[src/design/nwrt_pkg.sv]
// ----------------------------------------------------------------------------
// nwrt_pkg
// Types and constants shared by the NAT wildcard rule table.
// ----------------------------------------------------------------------------
package nwrt_pkg;

   localparam int IpWidth     = 32;
   localparam int PortWidth   = 16;
   localparam int StatusWidth = 3;

   localparam logic ACT_LOAD   = 1'b0;
   localparam logic ACT_LOOKUP = 1'b1;

   localparam logic [StatusWidth-1:0] ST_STORED  = 3'd0;
   localparam logic [StatusWidth-1:0] ST_MATCH   = 3'd1;
   localparam logic [StatusWidth-1:0] ST_NOMATCH = 3'd2;
   localparam logic [StatusWidth-1:0] ST_BADWILD = 3'd3;
   localparam logic [StatusWidth-1:0] ST_FULL    = 3'd4;

   typedef struct packed {
      logic                 action;
      logic [IpWidth-1:0]   key_ip;
      logic                 key_ip_any;
      logic [PortWidth-1:0] key_port;
      logic                 key_port_any;
      logic [IpWidth-1:0]   target_ip;
      logic [PortWidth-1:0] target_port;
   } req_payload_type;

   typedef struct packed {
      logic [StatusWidth-1:0] status;
      logic [IpWidth-1:0]     out_ip;
      logic [PortWidth-1:0]   out_port;
   } rsp_payload_type;

   // rule source: port_any in bit 49 down to ip in bits 31:0
   typedef struct packed {
      logic                 port_any;
      logic [PortWidth-1:0] port;
      logic                 ip_any;
      logic [IpWidth-1:0]   ip;
   } rule_key_type;

   typedef struct packed {
      logic [PortWidth-1:0] port;
      logic [IpWidth-1:0]   ip;
   } rule_target_type;

   localparam int KeyWidth    = $bits(rule_key_type);
   localparam int TargetWidth = $bits(rule_target_type);

   function automatic logic rule_hit(rule_key_type rule, logic [IpWidth-1:0] ip,
                                     logic [PortWidth-1:0] port);
      logic ip_ok;
      logic port_ok;
      ip_ok   = rule.ip_any || (rule.ip == ip);
      port_ok = rule.port_any || (rule.port == port);
      return ip_ok && port_ok;
   endfunction

endpackage

[src/design/nwrt_chan_if.sv]
// ----------------------------------------------------------------------------
// nwrt_chan_if
// Valid/ready channel carrying one payload per transfer.
// ----------------------------------------------------------------------------
interface nwrt_chan_if #(
   parameter type payload_type = logic
);
   logic        valid;
   logic        ready;
   payload_type payload;

   modport source (output valid, output payload, input ready);
   modport sink   (input valid, input payload, output ready);
endinterface

[src/design/nwrt_engine.sv]
// ----------------------------------------------------------------------------
// nwrt_engine
// Rule table control: appends rules, scans the stored rules in load order one
// entry per cycle and holds the response in an output register.
// ----------------------------------------------------------------------------
module nwrt_engine #(
   parameter  int RULES     = 64,
   localparam int AddrWidth = (RULES > 1) ? $clog2(RULES) : 1
) (
   input  logic                           clock,
   input  logic                           reset,
   nwrt_chan_if.sink                      req_chan,
   nwrt_chan_if.source                    rsp_chan,
   output logic                           mem_wr_en,
   output logic [AddrWidth-1:0]           mem_wr_addr,
   output nwrt_pkg::rule_key_type         key_wr_data,
   output nwrt_pkg::rule_target_type      tgt_wr_data,
   output logic                           mem_rd_en,
   output logic [AddrWidth-1:0]           mem_rd_addr,
   input  nwrt_pkg::rule_key_type         key_rd_data,
   input  nwrt_pkg::rule_target_type      tgt_rd_data
);
   import nwrt_pkg::*;

   localparam int CountWidth = $clog2(RULES + 1);

   localparam logic [1:0] S_IDLE = 2'd0;
   localparam logic [1:0] S_SCAN = 2'd1;
   localparam logic [1:0] S_DONE = 2'd2;

   logic [1:0]            state_ff, state_in;
   logic [CountWidth-1:0] count_ff, count_in;
   logic [CountWidth-1:0] nxt_ff, nxt_in;
   logic                  last_ff, last_in;
   logic [IpWidth-1:0]    flow_ip_ff, flow_ip_in;
   logic [PortWidth-1:0]  flow_port_ff, flow_port_in;
   rsp_payload_type       res_ff, res_in;
   logic                  rsp_valid_ff, rsp_valid_in;
   rsp_payload_type       rsp_data_ff, rsp_data_in;

   req_payload_type       req;
   logic                  accept;
   logic                  out_free;

   assign req      = req_chan.payload;
   assign accept   = req_chan.valid && req_chan.ready;
   assign out_free = !rsp_valid_ff || rsp_chan.ready;

   assign req_chan.ready   = (state_ff == S_IDLE);
   assign rsp_chan.valid   = rsp_valid_ff;
   assign rsp_chan.payload = rsp_data_ff;

   assign mem_wr_addr = count_ff[AddrWidth-1:0];
   assign key_wr_data = '{port_any: req.key_port_any, port: req.key_port,
                          ip_any: req.key_ip_any, ip: req.key_ip};
   assign tgt_wr_data = '{port: req.target_port, ip: req.target_ip};
   assign mem_rd_addr = (state_ff == S_IDLE) ? '0 : nxt_ff[AddrWidth-1:0];

   always_comb begin
      state_in     = state_ff;
      count_in     = count_ff;
      nxt_in       = nxt_ff;
      last_in      = last_ff;
      flow_ip_in   = flow_ip_ff;
      flow_port_in = flow_port_ff;
      res_in       = res_ff;
      rsp_valid_in = rsp_valid_ff;
      rsp_data_in  = rsp_data_ff;
      mem_wr_en    = 1'b0;
      mem_rd_en    = 1'b0;

      if (rsp_valid_ff && rsp_chan.ready) begin
         rsp_valid_in = 1'b0;
      end

      unique case (state_ff)
         S_IDLE: begin
            if (accept) begin
               flow_ip_in   = req.key_ip;
               flow_port_in = req.key_port;
               res_in       = '{status: ST_STORED, out_ip: '0, out_port: '0};
               state_in     = S_DONE;
               if (req.action == ACT_LOAD) begin
                  if (req.key_ip_any && req.key_port_any) begin
                     res_in.status = ST_BADWILD;
                  end else if (count_ff >= CountWidth'(RULES)) begin
                     res_in.status = ST_FULL;
                  end else begin
                     mem_wr_en = 1'b1;
                     count_in  = count_ff + 1'b1;
                  end
               end else if (req.key_ip_any || req.key_port_any) begin
                  res_in.status = ST_BADWILD;
               end else if (count_ff == '0) begin
                  res_in.status = ST_NOMATCH;
               end else begin
                  mem_rd_en = 1'b1;
                  nxt_in    = CountWidth'(1);
                  last_in   = (count_ff == CountWidth'(1));
                  state_in  = S_SCAN;
               end
            end
         end
         S_SCAN: begin
            if (rule_hit(key_rd_data, flow_ip_ff, flow_port_ff)) begin
               res_in   = '{status: ST_MATCH, out_ip: tgt_rd_data.ip,
                            out_port: tgt_rd_data.port};
               state_in = S_DONE;
            end else if (last_ff) begin
               res_in   = '{status: ST_NOMATCH, out_ip: '0, out_port: '0};
               state_in = S_DONE;
            end else begin
               mem_rd_en = 1'b1;
               nxt_in    = nxt_ff + 1'b1;
               last_in   = (CountWidth'(nxt_ff + 1'b1) == count_ff);
            end
         end
         S_DONE: begin
            if (out_free) begin
               rsp_valid_in = 1'b1;
               rsp_data_in  = res_ff;
               state_in     = S_IDLE;
            end
         end
         default: begin
            state_in = S_IDLE;
         end
      endcase
   end

   always_ff @(posedge clock) begin
      if (reset) begin
         state_ff     <= S_IDLE;
         count_ff     <= '0;
         rsp_valid_ff <= 1'b0;
      end else begin
         state_ff     <= state_in;
         count_ff     <= count_in;
         rsp_valid_ff <= rsp_valid_in;
      end
      nxt_ff       <= nxt_in;
      last_ff      <= last_in;
      flow_ip_ff   <= flow_ip_in;
      flow_port_ff <= flow_port_in;
      res_ff       <= res_in;
      rsp_data_ff  <= rsp_data_in;
   end

endmodule

[src/flat_wrapper.sv]
// flat-port wrapper written by rule: the top's interface ports become plain ports
module nwrt_engine_flat import nwrt_pkg::*;
#(
   parameter  int RULES     = 64,
   localparam int AddrWidth = (RULES > 1) ? $clog2(RULES) : 1
)
  (clock, reset, mem_wr_en, mem_wr_addr, key_wr_data, tgt_wr_data, mem_rd_en, mem_rd_addr, key_rd_data, tgt_rd_data, req_chan_valid, req_chan_payload, req_chan_ready, rsp_chan_valid, rsp_chan_payload, rsp_chan_ready);
  nwrt_chan_if req_chan_i ();
  nwrt_chan_if rsp_chan_i ();
  input  logic clock;
  input  logic reset;
  output logic mem_wr_en;
  output logic [AddrWidth-1:0] mem_wr_addr;
  output nwrt_pkg::rule_key_type key_wr_data;
  output nwrt_pkg::rule_target_type tgt_wr_data;
  output logic mem_rd_en;
  output logic [AddrWidth-1:0] mem_rd_addr;
  input  nwrt_pkg::rule_key_type key_rd_data;
  input  nwrt_pkg::rule_target_type tgt_rd_data;
  input wire logic [$bits(req_chan_i.valid)-1:0] req_chan_valid;
  input wire logic [$bits(req_chan_i.payload)-1:0] req_chan_payload;
  output wire logic [$bits(req_chan_i.ready)-1:0] req_chan_ready;
  output wire logic [$bits(rsp_chan_i.valid)-1:0] rsp_chan_valid;
  output wire logic [$bits(rsp_chan_i.payload)-1:0] rsp_chan_payload;
  input wire logic [$bits(rsp_chan_i.ready)-1:0] rsp_chan_ready;
  assign req_chan_i.valid = req_chan_valid;
  assign req_chan_i.payload = req_chan_payload;
  assign req_chan_ready = req_chan_i.ready;
  assign rsp_chan_valid = rsp_chan_i.valid;
  assign rsp_chan_payload = rsp_chan_i.payload;
  assign rsp_chan_i.ready = rsp_chan_ready;
  nwrt_engine #(.RULES(RULES)) u_core (.clock(clock), .reset(reset), .req_chan(req_chan_i), .rsp_chan(rsp_chan_i), .mem_wr_en(mem_wr_en), .mem_wr_addr(mem_wr_addr), .key_wr_data(key_wr_data), .tgt_wr_data(tgt_wr_data), .mem_rd_en(mem_rd_en), .mem_rd_addr(mem_rd_addr), .key_rd_data(key_rd_data), .tgt_rd_data(tgt_rd_data));
endmodule
[config.mk]
export PLATFORM = sky130hd
export DESIGN_NAME = nwrt_engine_flat
export DESIGN_NICKNAME = d
export VERILOG_FILES = /design/src/design/nwrt_pkg.sv /design/src/design/nwrt_chan_if.sv /design/src/design/nwrt_engine.sv /design/src/flat_wrapper.sv
export SDC_FILE = /design/constraint.sdc
export NUM_CORES = 1
export LEC_CHECK = 0
export BUFFER_PORTS_ARGS = -buffer_cell sky130_fd_sc_hd__buf_2
export CORE_AREA = 2 2 84 86
export DETAILED_ROUTE_END_ITERATION = 8
export DIE_AREA = 0 0 86 88
export GPL_TIMING_DRIVEN = 0
export PLACE_DENSITY = 0.62
export SYNTH_ARGS = -nofsm -noshare
export SYNTH_HDL_FRONTEND = slang
export SYNTH_SLANG_ARGS = --single-unit
[constraint.sdc]
create_clock -name clock -period 1.2 [get_ports clock]
set_input_delay 0.06 -clock clock [delete_from_list [all_inputs] [get_ports clock]]
set_output_delay 0.06 -clock clock [all_outputs]
set_load 0.005 [all_outputs]
==> reports/qor.yml <==
run_status:
  status: "complete, but fails checks"
  failed_checks: "negative setup slack"
place:
  dp_hpwl_um: 1872
  place.gp.congestion: 0.6544
  numPortBuffers: 13
synthesis:
  synth_edf_count: 0
  synth_most_common_cell: "buf_4"
  ys_top_cells_by_area: "buf_4 (66%), dfxtp_1 (14%), nor2_1 (2.7%), ha_1 (2.0%), nor3b_4 (1.5%)"
  netlist_area_um2: 1270
  synth.largest_area_cell: "buf_4"
  synth_seq_cells: 9
  syn_inst: 158
  syn_area_per_cell_um2: 8.038
  yosys_warnings: 0
  netlist-cell-type-count: 23
  yosysTopAreaCellShare: 0.6621
  ys.flop_type: "dfxtp_1"
  seq_area_frac_synth: 0.1419
  async_flop_share: 0
  synthTopCellsByCount: "buf_4 (112), dfxtp_1 (9), nor2_1 (9)"
setup_path:
  critPathLaunch: "u_core.count_ff[0]"
  crit_required_ps: 1300
  cp-end-kind: "register"
  arrival_ps: 1310
  startpoint_type: "register"
  critical_path_class: "register to register"
  path_cells: "ha_1, and3_1, a41oi_1, nor2_1"
  critPathSlowestCell: "dfxtp_2"
  cp_max_fo: 6
  reg2reg_from: "u_core.count_ff[0]"
  slowest_delay_ps: 350
clocking:
  clk_pin_slew_ps: 50
  cts_sinks: 9
  cts-buffers-inserted: 3
  clock-root-buffer: "clkbuf_8"
  insertion_delay_ps: 230
  cts_tree: "done"
  cts-htree-levels: 1
  cts_hold_buf: 0
  clockBufferDepth: 2
floorplan:
  start_util: 0.1911
  coreArea_um2: 6644
  die_height_um: 88
  num_io_pins: 218
  fp.dieW_um: 86
  rows: 30
  die-area_um2: 7568
global_routing:
  grt.overflow.total: 0
  grt_first_pass_wirelength_um: 2780
  grt_pass1_vias: 677
  grt_usage: 0.04676
  grt_max_degree: 11
  grt_antenna_before_repair: 0
  grt.met3_usage: 0.02074
  grt_util_met2: 0.09091
  top_usage_layer: "met2"
  use_met1: 0.04092
timing:
  setup_slack_ps: -9.906
  fmax_mhz: 826.5
  finalMaxSlewViolations: 0
  clock_skew_ps: 4.041
  rsz0062_at_grt: "yes"
  hold_slack_ps: 110.7
  period_minus_slack_ps: 1210
  hold_viol_final: 0
  setup_viol: 1
  period_share: 1.008
power_and_ir_drop:
  vdd_drop_max_mv: 0.2458
  power_density_nw_per_um2: 580.6
  p_leak_nw: 1.224
drt:
  avgViaCountPerCell: 2.625
  ant_nets: 0
  wl_per_cell_um: 5.909
  first_pass_iters: 4
  wl_um: 2145
  drtIter0Drc: 5
  vias: 953
  drc: 0
min_path:
  hold_class: "input pin to register"
  hp-start: "rsp_chan_ready"
final_layout:
  diodes: 0
  fillerInstances: 719
  drive_above_1_share: 0.4982
  multiInputGateArea_um2: 628.1
  seqCellArea_um2: 187.7
  nets: 389
  area_growth_pct: 50.54
  fin_util: 0.2878
flow_run:
  maxCapViolCount: 0
[cell usage in the layout (no fill, tap or decap), types with 3 or more instances in the layout]
| cell type | synthesis | routed |
|---|---|---|
| clkbuf_8 | 0 | 3 |
| a21oi_1 | 3 | 3 |
| nor2_1 | 9 | 9 |
| buf_4 | 112 | 116 |
| conb_1 | 1 | 105 |
| inv_1 | 3 | 3 |
| dfxtp_1 | 9 | 5 |
| dfxtp_2 | 0 | 3 |
| buf_2 | 0 | 13 |
[area by class of cell]
class,count,share of cell area
buffer,113,0.4418
multi-input combinational,137,0.3285
sequential,9,0.09817
tap,80,0.05236
timing repair buffer,17,0.04974
clock buffer,4,0.02356
inverter,3,0.005890
[layer usage]
metal  share of wire  wire length, um
met5               0                0
met3            0.18              382
met1            0.27              588
met4           0.014               29
met2            0.53             1144
[kinds of logic after synthesis]
logic type	Yosys count	synth area share
other	1	0.002953
DFF	9	0.1419
and+or+nand+nor	20	0.1015
xor gates and xnor gates	2	0.01380
adders and majority gates	2	0.01970
buffers and inverters	116	0.6739
muxes	2	0.01675
AOI/OAI and AO/OA	6	0.02955
[report_power, final]
group          internal, W  leakage (nW)  switching, W
Combinational     0.000270          1.13      0.000161
Clock             0.000231        0.0228      0.000119
Sequential        0.000312        0.0751     0.0000161
[state kept, by name (all words and copies together), names as in the netlist]
signal,flops
u_core.state_ff,1
u_core.count_ff,7
u_core.rsp_chan.valid,1
[per-stage QoR]
| stage | power [W] | area (um2) | cells | setup slack [ps] | TNS, ps |
|---|---|---|---|---|---|
| floorplan | 0.0007030 | 1662 | 262 | 0.8241 | 0 |
| global route | 0.001193 | 1912 | 363 | -64.43 | -182.7 |
| global placement | 0.0007338 | 1827 | 355 | -48.08 | -77.14 |
| finish | 0.001110 | 1912 | 363 | -9.906 | -9.906 |
| CTS | 0.001101 | 1889 | 361 | 24.10 | 0 |
| detailed placement | 0.0007359 | 1827 | 355 | -63.26 | -132.3 |
[worst paths after layout]
path	to	slack (ps)	cells after the start
hold / removal	u_core.rsp_chan.valid	110	4
hold reg to reg	u_core.count_ff[5]	520	2
setup reg to reg	u_core.count_ff[6]	-10	4
setup / recovery	u_core.count_ff[6]	-10	4
[critical path: cells and delay by family, from the launching register on]
kind                     cells  cell delay [ps]
adder cells (fa/ha/maj)      1              220
flip-flops                   1              350
AO/OA/AOI/OAI                1              240
AND/OR/NAND/NOR              2              280
[what timing repair did]
item | in CTS | in global routing
buffers inserted | 2 | 2
pin swaps | 1 | 2
setup endpoints to repair | 4 | 4
gates resized for setup | 2 | 3
(Power assumes the default switching activity.)
