File: config.mk
export PLATFORM = sky130hd
export DESIGN_NAME = nwrt_ram
export DESIGN_NICKNAME = d
export VERILOG_FILES = /design/src/design/nwrt_ram.sv
export SDC_FILE = /design/constraint.sdc
export NUM_CORES = 1
export LEC_CHECK = 0
export BUFFER_PORTS_ARGS = -buffer_cell sky130_fd_sc_hd__clkbuf_2
export CORE_ASPECT_RATIO = 0.9
export CORE_UTILIZATION = 45
export DETAILED_ROUTE_END_ITERATION = 8
export MAX_ROUTING_LAYER = met4
export PLACE_DENSITY_LB_ADDON = 0.3
export REMOVE_ABC_BUFFERS = 1
export SETUP_SLACK_MARGIN = 0.2
export SYNTH_ARGS = -nofsm -noshare
export SYNTH_HDL_FRONTEND = slang
export SYNTH_SLANG_ARGS = --single-unit
File: constraint.sdc
create_clock -name clock -period 1.64 [get_ports clock]
set_input_delay 0.246 -clock clock [delete_from_list [all_inputs] [get_ports clock]]
set_output_delay 0.246 -clock clock [all_outputs]
set_load 0.02 [all_outputs]
File: src/design/nwrt_ram.sv
// ----------------------------------------------------------------------------
// nwrt_ram
// Simple dual-port RAM: one write port, one read port, registered read data.
// ----------------------------------------------------------------------------
module nwrt_ram #(
   parameter  int Width     = 8,
   parameter  int Depth     = 16,
   localparam int AddrWidth = (Depth > 1) ? $clog2(Depth) : 1
) (
   input  logic                 clock,
   input  logic                 wr_en,
   input  logic [AddrWidth-1:0] wr_addr,
   input  logic [Width-1:0]     wr_data,
   input  logic                 rd_en,
   input  logic [AddrWidth-1:0] rd_addr,
   output logic [Width-1:0]     rd_data
);

   logic [Width-1:0] mem [Depth];
   logic [Width-1:0] rd_data_ff;

   always_ff @(posedge clock) begin
      if (wr_en) begin
         mem[wr_addr] <= wr_data;
      end
      if (rd_en) begin
         rd_data_ff <= mem[rd_addr];
      end
   end

   assign rd_data = rd_data_ff;

endmodule

==> results of run 1 <==
==> cells in the mapped netlist, types with 2 or more instances <==
cell,instances
a22oi_1,16
buf_2,3
buf_6,3
clkdlybuf4s25_2,3
edfxtp_1,136
mux4_1,14
mux4_2,18
nand2_1,9
nand2b_1,2
nand3b_1,2
nor2_1,13
nor3_1,4
==> per-stage QoR <==
stage	total power, W	TNS (ns)	util, %	setup WS (ns)	hold WS, ns
2_1_floorplan	0.00418	-0.791	-	-0.0989	0.345
3_3_place_gp	0.00439	-1.17	51.2	-0.209	0.653
3_5_place_dp	0.00440	-1.29	51.2	-0.219	0.672
4_1_cts	0.00821	0	56.8	0.174	0.234
5_1_grt	0.00840	0	56.7	0.163	0.236
6_report	0.00816	0	56.7	0.213	0.237
==> cells in the final DEF, fill, tap and decap left out <==
cell type and n:
nor2b_1 1, clkinv_4 1, nand3b_1 2, buf_12 4, mux4_1 6, clkbuf_16 17
or3b_2 1, nor2_1 13, nor3_1 4, inv_6 4, a22oi_2 8, nand2_1 9
and2b_1 1, buf_4 18, clkbuf_2 26, mux4_2 26, clkinv_2 5, edfxtp_1 136
and2_1 1, nand2b_1 2, a22oi_1 8, clkinvlp_4 2, bufinv_16 3, nand3_1 1
==> logic make-up after synthesis <==
| logic type | count (synthesis) | share of synthesized area [%] |
|---|---|---|
| simple gates | 35 | 3.14 |
| compound gates | 16 | 2.30 |
| buf+inv | 10 | 1.65 |
| flops | 136 | 78.1 |
| mux | 32 | 14.8 |
==> per-layer routing <==
metal	global-route usage, %	wire length (um)	vias up	part of all wire [%]
met1	26.7	4700	1269	46
met2	27.1	4760	72	47
li1	-	-	1093	-
met3	5.19	555	13	5.5
met4	7.42	136	0	1.3
met5	-	0	-	0
==> path summary, 6_finish.rpt <==
path	depth (start not counted)	slack, ns	to
min	1	0.24	rd_data[2]
min reg2reg	3	0.76	rd_data[2]
max reg2reg	3	0.21	rd_data[3]
max	3	0.21	rd_data[3]
==> flip-flops by register name (all words and copies together) (netlist names) <==
name	count
mem	128
rd_data	8
==> layout make-up <==
cell class / count / area [um^2] / share of cell area (%)
Clock inverter: 15 / 174 / 2.77
Clock buffer: 17 / 425 / 6.77
Timing Repair Buffer: 48 / 345 / 5.49
Multi-Input combinational cell: 83 / 1070 / 17.0
Sequential cell: 136 / 4080 / 65.0
Tap cell: 152 / 190 / 3.03
==> power by group through the flow <==
stage,combinational [W],clock [W],sequential (W)
finish,0.000403,0.00382,0.00394
global route,0.000437,0.00402,0.00394
CTS,0.000405,0.00387,0.00394
detailed placement,0.000392,0,0.00401
global placement,0.000382,0,0.00401
floorplan,0.000156,0,0.00403
==> timing repair <==
| item | 4_1_cts | 5_1_grt |
|---|---|---|
| pin swaps | 1 | 6 |
| endpoints found under the hold margin | 0 | 0 |
| endpoints found under the setup margin | 7 | 7 |
| buffers inserted | 0 | 0 |
| gates resized for setup | 9 | 7 |
==> impl_metrics.py, run 1 <==
metrics = {
    "worst_setup_path": {
        "cp-end-kind": "flop",
        "crit_path_top_delay_cell": "mux4_2",
        "cp_top_family": "multiplexers",
        "crit_arrival_ns": 1.58,
        "cp_max_fo": 1,
        "startpoint_type": "flop",
        "max_stage_delay_ns": 0.48,
        "cp.required_ns": 1.80,
        "critPathKind": "flop to flop",
        "cp-startpoint": "mem[8][3]",
        "crit_path_cell_trace": "mux4_2 -> a22oi_1 -> nand2_1",
        "worst-path-buf-inv": 0,
        "reg2reg_from": "mem[8][3]",
    },
    "floorplan": {
        "die_w_um": 116,
        "die_height_um": 104,
        "design.core.area_um2": 11100,
        "initial_utilization_pct": 47.2,
        "die-area_um2": 12100,
        "pin_count": 27,
        "rows": 36,
    },
    "yosys": {
        "synth_edf_count": 136,
        "yosys_warnings": 0,
        "synth_ff_type": "edfxtp_1",
        "synth_cell_types": 18,
        "syn_inst": 229,
        "mappedNetlistArea_um2": 5230,
        "seq_area_frac_synth_pct": 78.1,
        "ys_top_cells_by_area": "edfxtp_1 78%, mux4_2 7.8%, mux4_1 7.0%",
        "yosysTopAreaCell": "edfxtp_1",
        "async_flop_share_pct": 0,
        "yosys.area.top_type_share_pct": 78.1,
        "ys_ff_latch": 136,
        "syn_avg_cell_area_um2": 22.8,
    },
    "global_route": {
        "antenna_found_initial": 0,
        "grt_pass1_wl_um": 15200,
        "grt_pass1_vias": 2516,
        "grt_overflow": 0,
        "grt_max_degree": 20,
        "grt_usage_pct": 19.2,
    },
    "power_and_ir_drop": {
        "power.density_nw_per_um2": 1300,
        "pwr-share-comb_pct": 4.9,
        "peakVddDrop_mv": 0.642,
        "p_int_w": 0.00648,
        "pwr-share-seq_pct": 48.3,
        "leakagePower_nw": 2.11,
        "switching_share_pct": 20.6,
        "clock_power_share_pct": 46.8,
        "power.switching_w": 0.00168,
    },
    "sta": {
        "slew_headroom_pct": 40.1,
        "fmax_ghz": 0.701,
        "final_hold_viol_count": 0,
        "worstMarginPinSlew_ns": 0.896,
        "drv_slew": 0,
        "rsz0062_at_grt": "true",
        "setup_viol": 0,
        "final.setup_skew_ns": 0.00548,
        "min_period_ns": 1.43,
        "post-route-period-util_pct": 87.0,
    },
    "placed_design": {
        "portBuffers": 26,
        "place_area_um2": 5680,
        "dpl.cell_count": 419,
        "place_congestion": 0.718,
        "place_hpwl_um": 6580,
    },
    "routing": {
        "first_pass_iters": 4,
        "post_drt_wl_per_cell_um": 22.5,
        "drtAntennaViolNets": 0,
        "drtIter0Drc": 150,
        "drc": 0,
        "dr_total_vias": 2447,
        "vias_per_cell": 5.43,
        "postRouteWirelength_um": 10100,
    },
    "clocking": {
        "cts.sinks": 136,
        "cts_tree": "yes",
        "clock_latency_ns": 0.41,
        "cts_hold_buf": 0,
        "cts_buffers": 17,
        "cts.path.max_buffers": 2,
        "cts-root-buf": "clkbuf_16",
        "cts.clk_slew.worst_paths_ns": 0.06,
        "cts_max_level": 4,
    },
    "run": {
        "maxCapViolCount": 0,
    },
    "layout": {
        "stdcell_count": 451,
        "fill_cells": 849,
        "final_area_um2": 6290,
        "num-nets-final": 305,
        "areaGrowthSynthToFinish_pct": 20.2,
        "drive_above_1_share_pct": 38.5,
        "antenna_cells": 0,
    },
    "min_path": {
        "hold_start": "rd_en",
        "hp-class": "input port to flop",
    },
    "status": {
        "status": "completed",
    },
}
No activity file was read; power rests on OpenSTA's default activity.
==> run 2: changes to the inputs <==
Settings changed: CELL_PAD_IN_SITES_DETAIL_PLACEMENT set to 0, CELL_PAD_IN_SITES_GLOBAL_PLACEMENT set to 2, CORE_ASPECT_RATIO 0.9 to not set, CORE_MARGIN set to 2, CORE_UTILIZATION 45 to 43.
==> run 2 against run 1 <==
  * Register-to-register slack worse by 0.03 ns
  * Non-clock buffer count is 1 higher
  * Critical path depth stayed put
  * Setup slack worse by 0.028 ns
  * Die area is 8.3% higher
  * Via count is 0.33% lower
  * Cell area is 1.4% lower
  * Maximum frequency is 1.9% lower
  * Sequential power hardly changed
  * Largest power group unchanged
==> impl_metrics.py, run 2 (same netlist as run 1, synthesis figures left out) <==
metrics = {
    "sta": {
        "hold_ws_ns": 0.255,
        "final.setup_skew_ns": 0.00541,
        "fin_setup_tns_ns": 0,
        "min_period_ns": 1.46,
        "slew_headroom_pct": 41.2,
        "final_hold_viol_count": 0,
        "post-route-period-util_pct": 88.7,
        "worstMarginPinSlew_ns": 0.880,
        "rsz0062_at_grt": "true",
        "setup_viol": 0,
        "drv_slew": 0,
        "fmax_ghz": 0.687,
    },
    "power_and_ir_drop": {
        "power.density_nw_per_um2": 1220,
        "p_int_w": 0.00610,
        "clock_power_share_pct": 42.6,
        "peakVddDrop_mv": 0.668,
        "pwr-share-seq_pct": 52.2,
        "power.switching_w": 0.00146,
        "switching_share_pct": 19.4,
        "leakagePower_nw": 2.09,
        "pwr-share-comb_pct": 5.2,
    },
    "worst_setup_path": {
        "startpoint_type": "flop",
        "crit_arrival_ns": 1.61,
        "crit_path_top_delay_cell": "mux4_2",
        "crit_path_cell_trace": "mux4_2 -> a22oi_1 -> nand2_1",
        "cp-end-kind": "flop",
        "worst-path-buf-inv": 0,
        "cp_max_fo": 1,
        "cp-startpoint": "mem[3][7]",
        "cp.required_ns": 1.79,
        "reg2reg_from": "mem[3][7]",
        "critPathKind": "flop to flop",
        "max_stage_delay_ns": 0.47,
        "cp_top_family": "multiplexers",
    },
    "placed_design": {
        "place_hpwl_um": 6250,
        "portBuffers": 26,
        "place_congestion": 0.700,
    },
    "global_route": {
        "grt_overflow": 0,
        "grt_max_degree": 20,
        "antenna_found_initial": 0,
        "grt_pass1_wl_um": 14700,
        "grt_usage_pct": 16.9,
        "grt_pass1_vias": 2474,
    },
    "layout": {
        "largest_reg_flops": 128,
        "final_common_cell": "edfxtp_1",
        "regArea_um2": 4080,
        "num-nets-final": 306,
        "multiInputGateArea_um2": 1080,
        "drive_above_1_share_pct": 33.9,
        "areaGrowthSynthToFinish_pct": 18.5,
        "largest_register": "mem",
        "mostFrequentLayoutCells": "136 x edfxtp_1, 26 x clkbuf_2, 21 x mux4_2",
        "antenna_cells": 0,
        "fill_cells": 927,
    },
    "routing": {
        "postRouteWirelength_um": 9600,
        "drtAntennaViolNets": 0,
        "drc": 0,
        "drtIter0Drc": 175,
        "post_drt_wl_per_cell_um": 21.7,
        "vias_per_cell": 5.52,
        "dr_total_vias": 2439,
        "first_pass_iters": 4,
    },
    "clocking": {
        "cts.clk_slew.worst_paths_ns": 0.05,
        "post_cts_buffers": 0,
        "cts_hold_buf": 0,
        "cts_buffers": 17,
        "cts_max_level": 4,
        "cts-root-buf": "clkbuf_16",
        "clock_latency_ns": 0.41,
        "cts.path.max_buffers": 2,
        "cts_tree": "yes",
        "cts.sinks": 136,
    },
    "floorplan": {
        "die_height_um": 114,
        "initial_utilization_pct": 43.7,
        "pin_count": 27,
        "die-area_um2": 13100,
        "design.core.area_um2": 12000,
        "die_w_um": 114,
        "rows": 40,
    },
    "min_path": {
        "hold_start": "rd_en",
        "hp-class": "input port to flop",
    },
    "run": {
        "maxCapViolCount": 0,
    },
    "status": {
        "status": "completed",
    },
}
run 2: cell count changes in the layout (fill, tap and decap cells not counted), moves of 2 or more:
cell	delta
inv_6	-4
clkinvlp_4	-2
mux4_1	+5
clkinv_1	+3
mux4_2	-5
bufinv_16	-2
clkbuf_1	+2
run 2: layout make-up:
class | instances | area share (%)
timing repair buffer | 49 | 5.69
tap | 147 | 2.97
clock buffer | 19 | 6.99
multi-input combinational | 83 | 17.4
clock inverter | 8 | 0.989
sequential | 136 | 65.9
run 2: stage by stage:
stage / utilization (%) / instance area (um^2) / power (W) / cells / worst slack (ns)
finish: 51.8 / 6200 / 0.00756 / 442 / 0.185
global route: 51.8 / 6200 / 0.00782 / 442 / 0.152
CTS: 51.6 / 6180 / 0.00763 / 442 / 0.200
detailed placement: 47.5 / 5680 / 0.00440 / 415 / -0.184
global placement: 47.5 / 5680 / 0.00440 / 415 / -0.196
floorplan: - / 5140 / 0.00418 / 219 / -0.0989
run 2: path summary, 6_finish.rpt:
path                      to  depth (start not counted)  slack [ns]
hold reg to reg   rd_data[0]                          3        0.76
setup reg to reg  rd_data[7]                          3        0.18
hold / removal    rd_data[4]                          1        0.26
setup / recovery  rd_data[7]                          3        0.18
run 2: power groups by stage:
stage | Combinational (W) | Sequential [W] | Clock (W)
after floorplan | 0.000156 | 0.00403 | 0
after global placement | 0.000387 | 0.00401 | 0
after detailed placement | 0.000391 | 0.00401 | 0
after CTS | 0.000393 | 0.00394 | 0.00329
after global routing | 0.000432 | 0.00395 | 0.00344
final | 0.000396 | 0.00394 | 0.00322
run 2: timing repair:
| item | 4_1_cts | 5_1_grt |
|---|---|---|
| pin swaps | 1 | 3 |
| gates resized for setup | 1 | 9 |
| setup endpoints to repair | 1 | 8 |
run 2: routing by layer:
layer	vias to the layer above	wire, um	global-route usage [%]
li1	1091	-	-
met1	1264	4290	22.1
met2	72	4680	24.4
met3	12	486	5.45
met4	0	146	7.40
met5	-	0	-
==> run 3: changes to the inputs <==
Settings changed: PLACE_DENSITY_LB_ADDON 0.3 to 0.08.
==> run 3 against run 2 <==
  * Flip-flop and latch count stayed put
  * Register-to-register slack better by 0.02 ns
  * Maximum frequency is 1.2% higher
  * Total power hardly changed
  * Count of clock-buffer cells in the layout stayed put
  * Setup slack better by 0.018 ns
  * Worst hold slack worse by 0.0033 ns
  * Non-clock buffer count is 6 higher
  * Utilization is 0.31 points higher
  * Sequential share of layout area is 0.40 points lower
  * Critical endpoint is now rd_data[5]
==> impl_metrics.py, run 3 (same netlist as run 1, synthesis figures left out) <==
metrics = {
    "status": {
        "status": "completed",
    },
    "layout": {
        "largest_reg_flops": 128,
        "final_common_cell": "edfxtp_1",
        "antenna_cells": 0,
        "largest_register": "mem",
        "num-nets-final": 312,
        "mostFrequentLayoutCells": "136 x edfxtp_1, 29 x mux4_2, 26 x clkbuf_2",
        "areaGrowthSynthToFinish_pct": 19.2,
        "drive_above_1_share_pct": 39.5,
        "postLayoutCoreUtil_pct": 52.1,
        "stdcell_count": 453,
    },
    "sta": {
        "drv_slew": 0,
        "final.setup_skew_ns": 0.00425,
        "setup_viol": 0,
        "rsz0062_at_grt": "true",
        "slew_headroom_pct": 34.3,
        "fmax_ghz": 0.696,
        "post-route-period-util_pct": 87.7,
        "worstMarginPinSlew_ns": 0.982,
        "finalWorstSetupSlack_ns": 0.202,
        "min_period_ns": 1.44,
        "final_hold_viol_count": 0,
    },
    "worst_setup_path": {
        "worst-path-buf-inv": 0,
        "reg2reg_depth": 3,
        "max_stage_delay_ns": 0.48,
        "cp_top_family": "multiplexers",
        "crit_path_cell_trace": "mux4_2 -> a22oi_2 -> nand2_1",
        "path_depth": 3,
        "cp_max_fo": 1,
        "cp-end-kind": "flop",
        "critPathKind": "flop to flop",
        "crit_path_top_delay_cell": "mux4_2",
        "cp.required_ns": 1.79,
        "startpoint_type": "flop",
        "crit_arrival_ns": 1.59,
    },
    "routing": {
        "drtIter0Drc": 108,
        "drtAntennaViolNets": 0,
        "first_pass_iters": 4,
        "vias_per_cell": 5.47,
        "drc": 0,
        "postRouteWirelength_um": 10500,
        "dr_total_vias": 2477,
        "post_drt_wl_per_cell_um": 23.1,
    },
    "power_and_ir_drop": {
        "switching_share_pct": 20.8,
        "pwr-share-comb_pct": 5.6,
        "pwr-share-seq_pct": 52.1,
        "clock_power_share_pct": 42.2,
        "p_int_w": 0.00598,
        "power.density_nw_per_um2": 1210,
        "peakVddDrop_mv": 0.662,
        "power_w": 0.00756,
        "leakagePower_nw": 2.08,
        "power.switching_w": 0.00157,
    },
    "placed_design": {
        "portBuffers": 26,
        "dpl.cell_count": 421,
        "place_hpwl_um": 6750,
        "place_ws_ns": -0.208,
        "place_congestion": 0.788,
    },
    "global_route": {
        "grt_pass1_wl_um": 16100,
        "grt_overflow": 0,
        "grt_max_degree": 21,
        "grt_usage_pct": 18.3,
        "antenna_found_initial": 0,
        "grt_pass1_vias": 2612,
    },
    "clocking": {
        "cts_hold_buf": 0,
        "cts_max_level": 4,
        "cts_buffers": 17,
        "clock_latency_ns": 0.41,
        "cts-root-buf": "clkbuf_16",
        "cts.sinks": 136,
        "cts_tree": "yes",
        "cts.clk_slew.worst_paths_ns": 0.05,
        "cts.path.max_buffers": 2,
    },
    "floorplan": {
        "rows": 40,
        "pin_count": 27,
        "die_height_um": 114,
        "initial_utilization_pct": 43.7,
        "die_w_um": 114,
        "design.core.area_um2": 12000,
        "die-area_um2": 13100,
    },
    "min_path": {
        "holdPathStages": 1,
        "hp-class": "input port to flop",
    },
    "run": {
        "maxCapViolCount": 0,
    },
}
-- run 3: cell types whose count changed in the layout (fill, tap and decap cells not counted) --
cell        change
clkinvlp_4      +2
mux4_1          -8
bufinv_16       -1
mux4_2          +8
clkinv_2        +2
clkinv_1        +2
a22oi_2         +4
buf_4           +6
a22oi_1         -4
-- run 3: layout make-up --
type | count | area, um^2
fill | 971 | 5730
sequential | 136 | 4080
multi-input combinational | 83 | 1070
clock buffer | 19 | 433
timing repair buffer | 55 | 398
tap | 147 | 184
clock inverter | 13 | 63.8
-- run 3: path summary, 6_finish.rpt --
| path | start | end | slack (ns) |
|---|---|---|---|
| min reg2reg | mem[15][7] | rd_data[7] | 0.75 |
| max | mem[0][5] | rd_data[5] | 0.20 |
| min | rd_en | rd_data[1] | 0.25 |
| max reg2reg | mem[0][5] | rd_data[5] | 0.20 |
-- run 3: timing repair --
action	in CTS	in global routing
pin swaps	2	8
buffers inserted	0	0
resized for setup	5	17
setup endpoints to repair	7	8
endpoints found under the hold margin	0	0
-- run 3: worst register-to-register path, cell delays in order, from the launching register on --
cell and delay (ns):
edfxtp_1 0.37, mux4_2 0.48, a22oi_2 0.26, nand2_1 0.07
-- run 3: layer usage --
layer  GRT usage, %  wire length [um]
met3           4.34               413
met5              -                 0
met2           27.1              5110
met1           24.9              4840
met4           7.07               101
-- run 3: per-stage QoR --
step / area, um^2 / hold WS [ns] / setup TNS (ns)
after floorplan: 5140 / 0.345 / -0.791
after global routing: 6230 / 0.247 / 0
after CTS: 6240 / 0.238 / 0
after global placement: 5720 / 0.666 / -1.03
final: 6230 / 0.252 / 0
after detailed placement: 5720 / 0.671 / -1.13
-- run 3: power by group through the flow --
stage	Clock, W	Combinational [W]	Sequential (W)
2_1_floorplan	0	0.000156	0.00403
3_3_place_gp	0	0.000404	0.00401
3_5_place_dp	0	0.000408	0.00401
4_1_cts	0.00326	0.000418	0.00394
5_1_grt	0.00343	0.000465	0.00394
6_report	0.00319	0.000426	0.00394
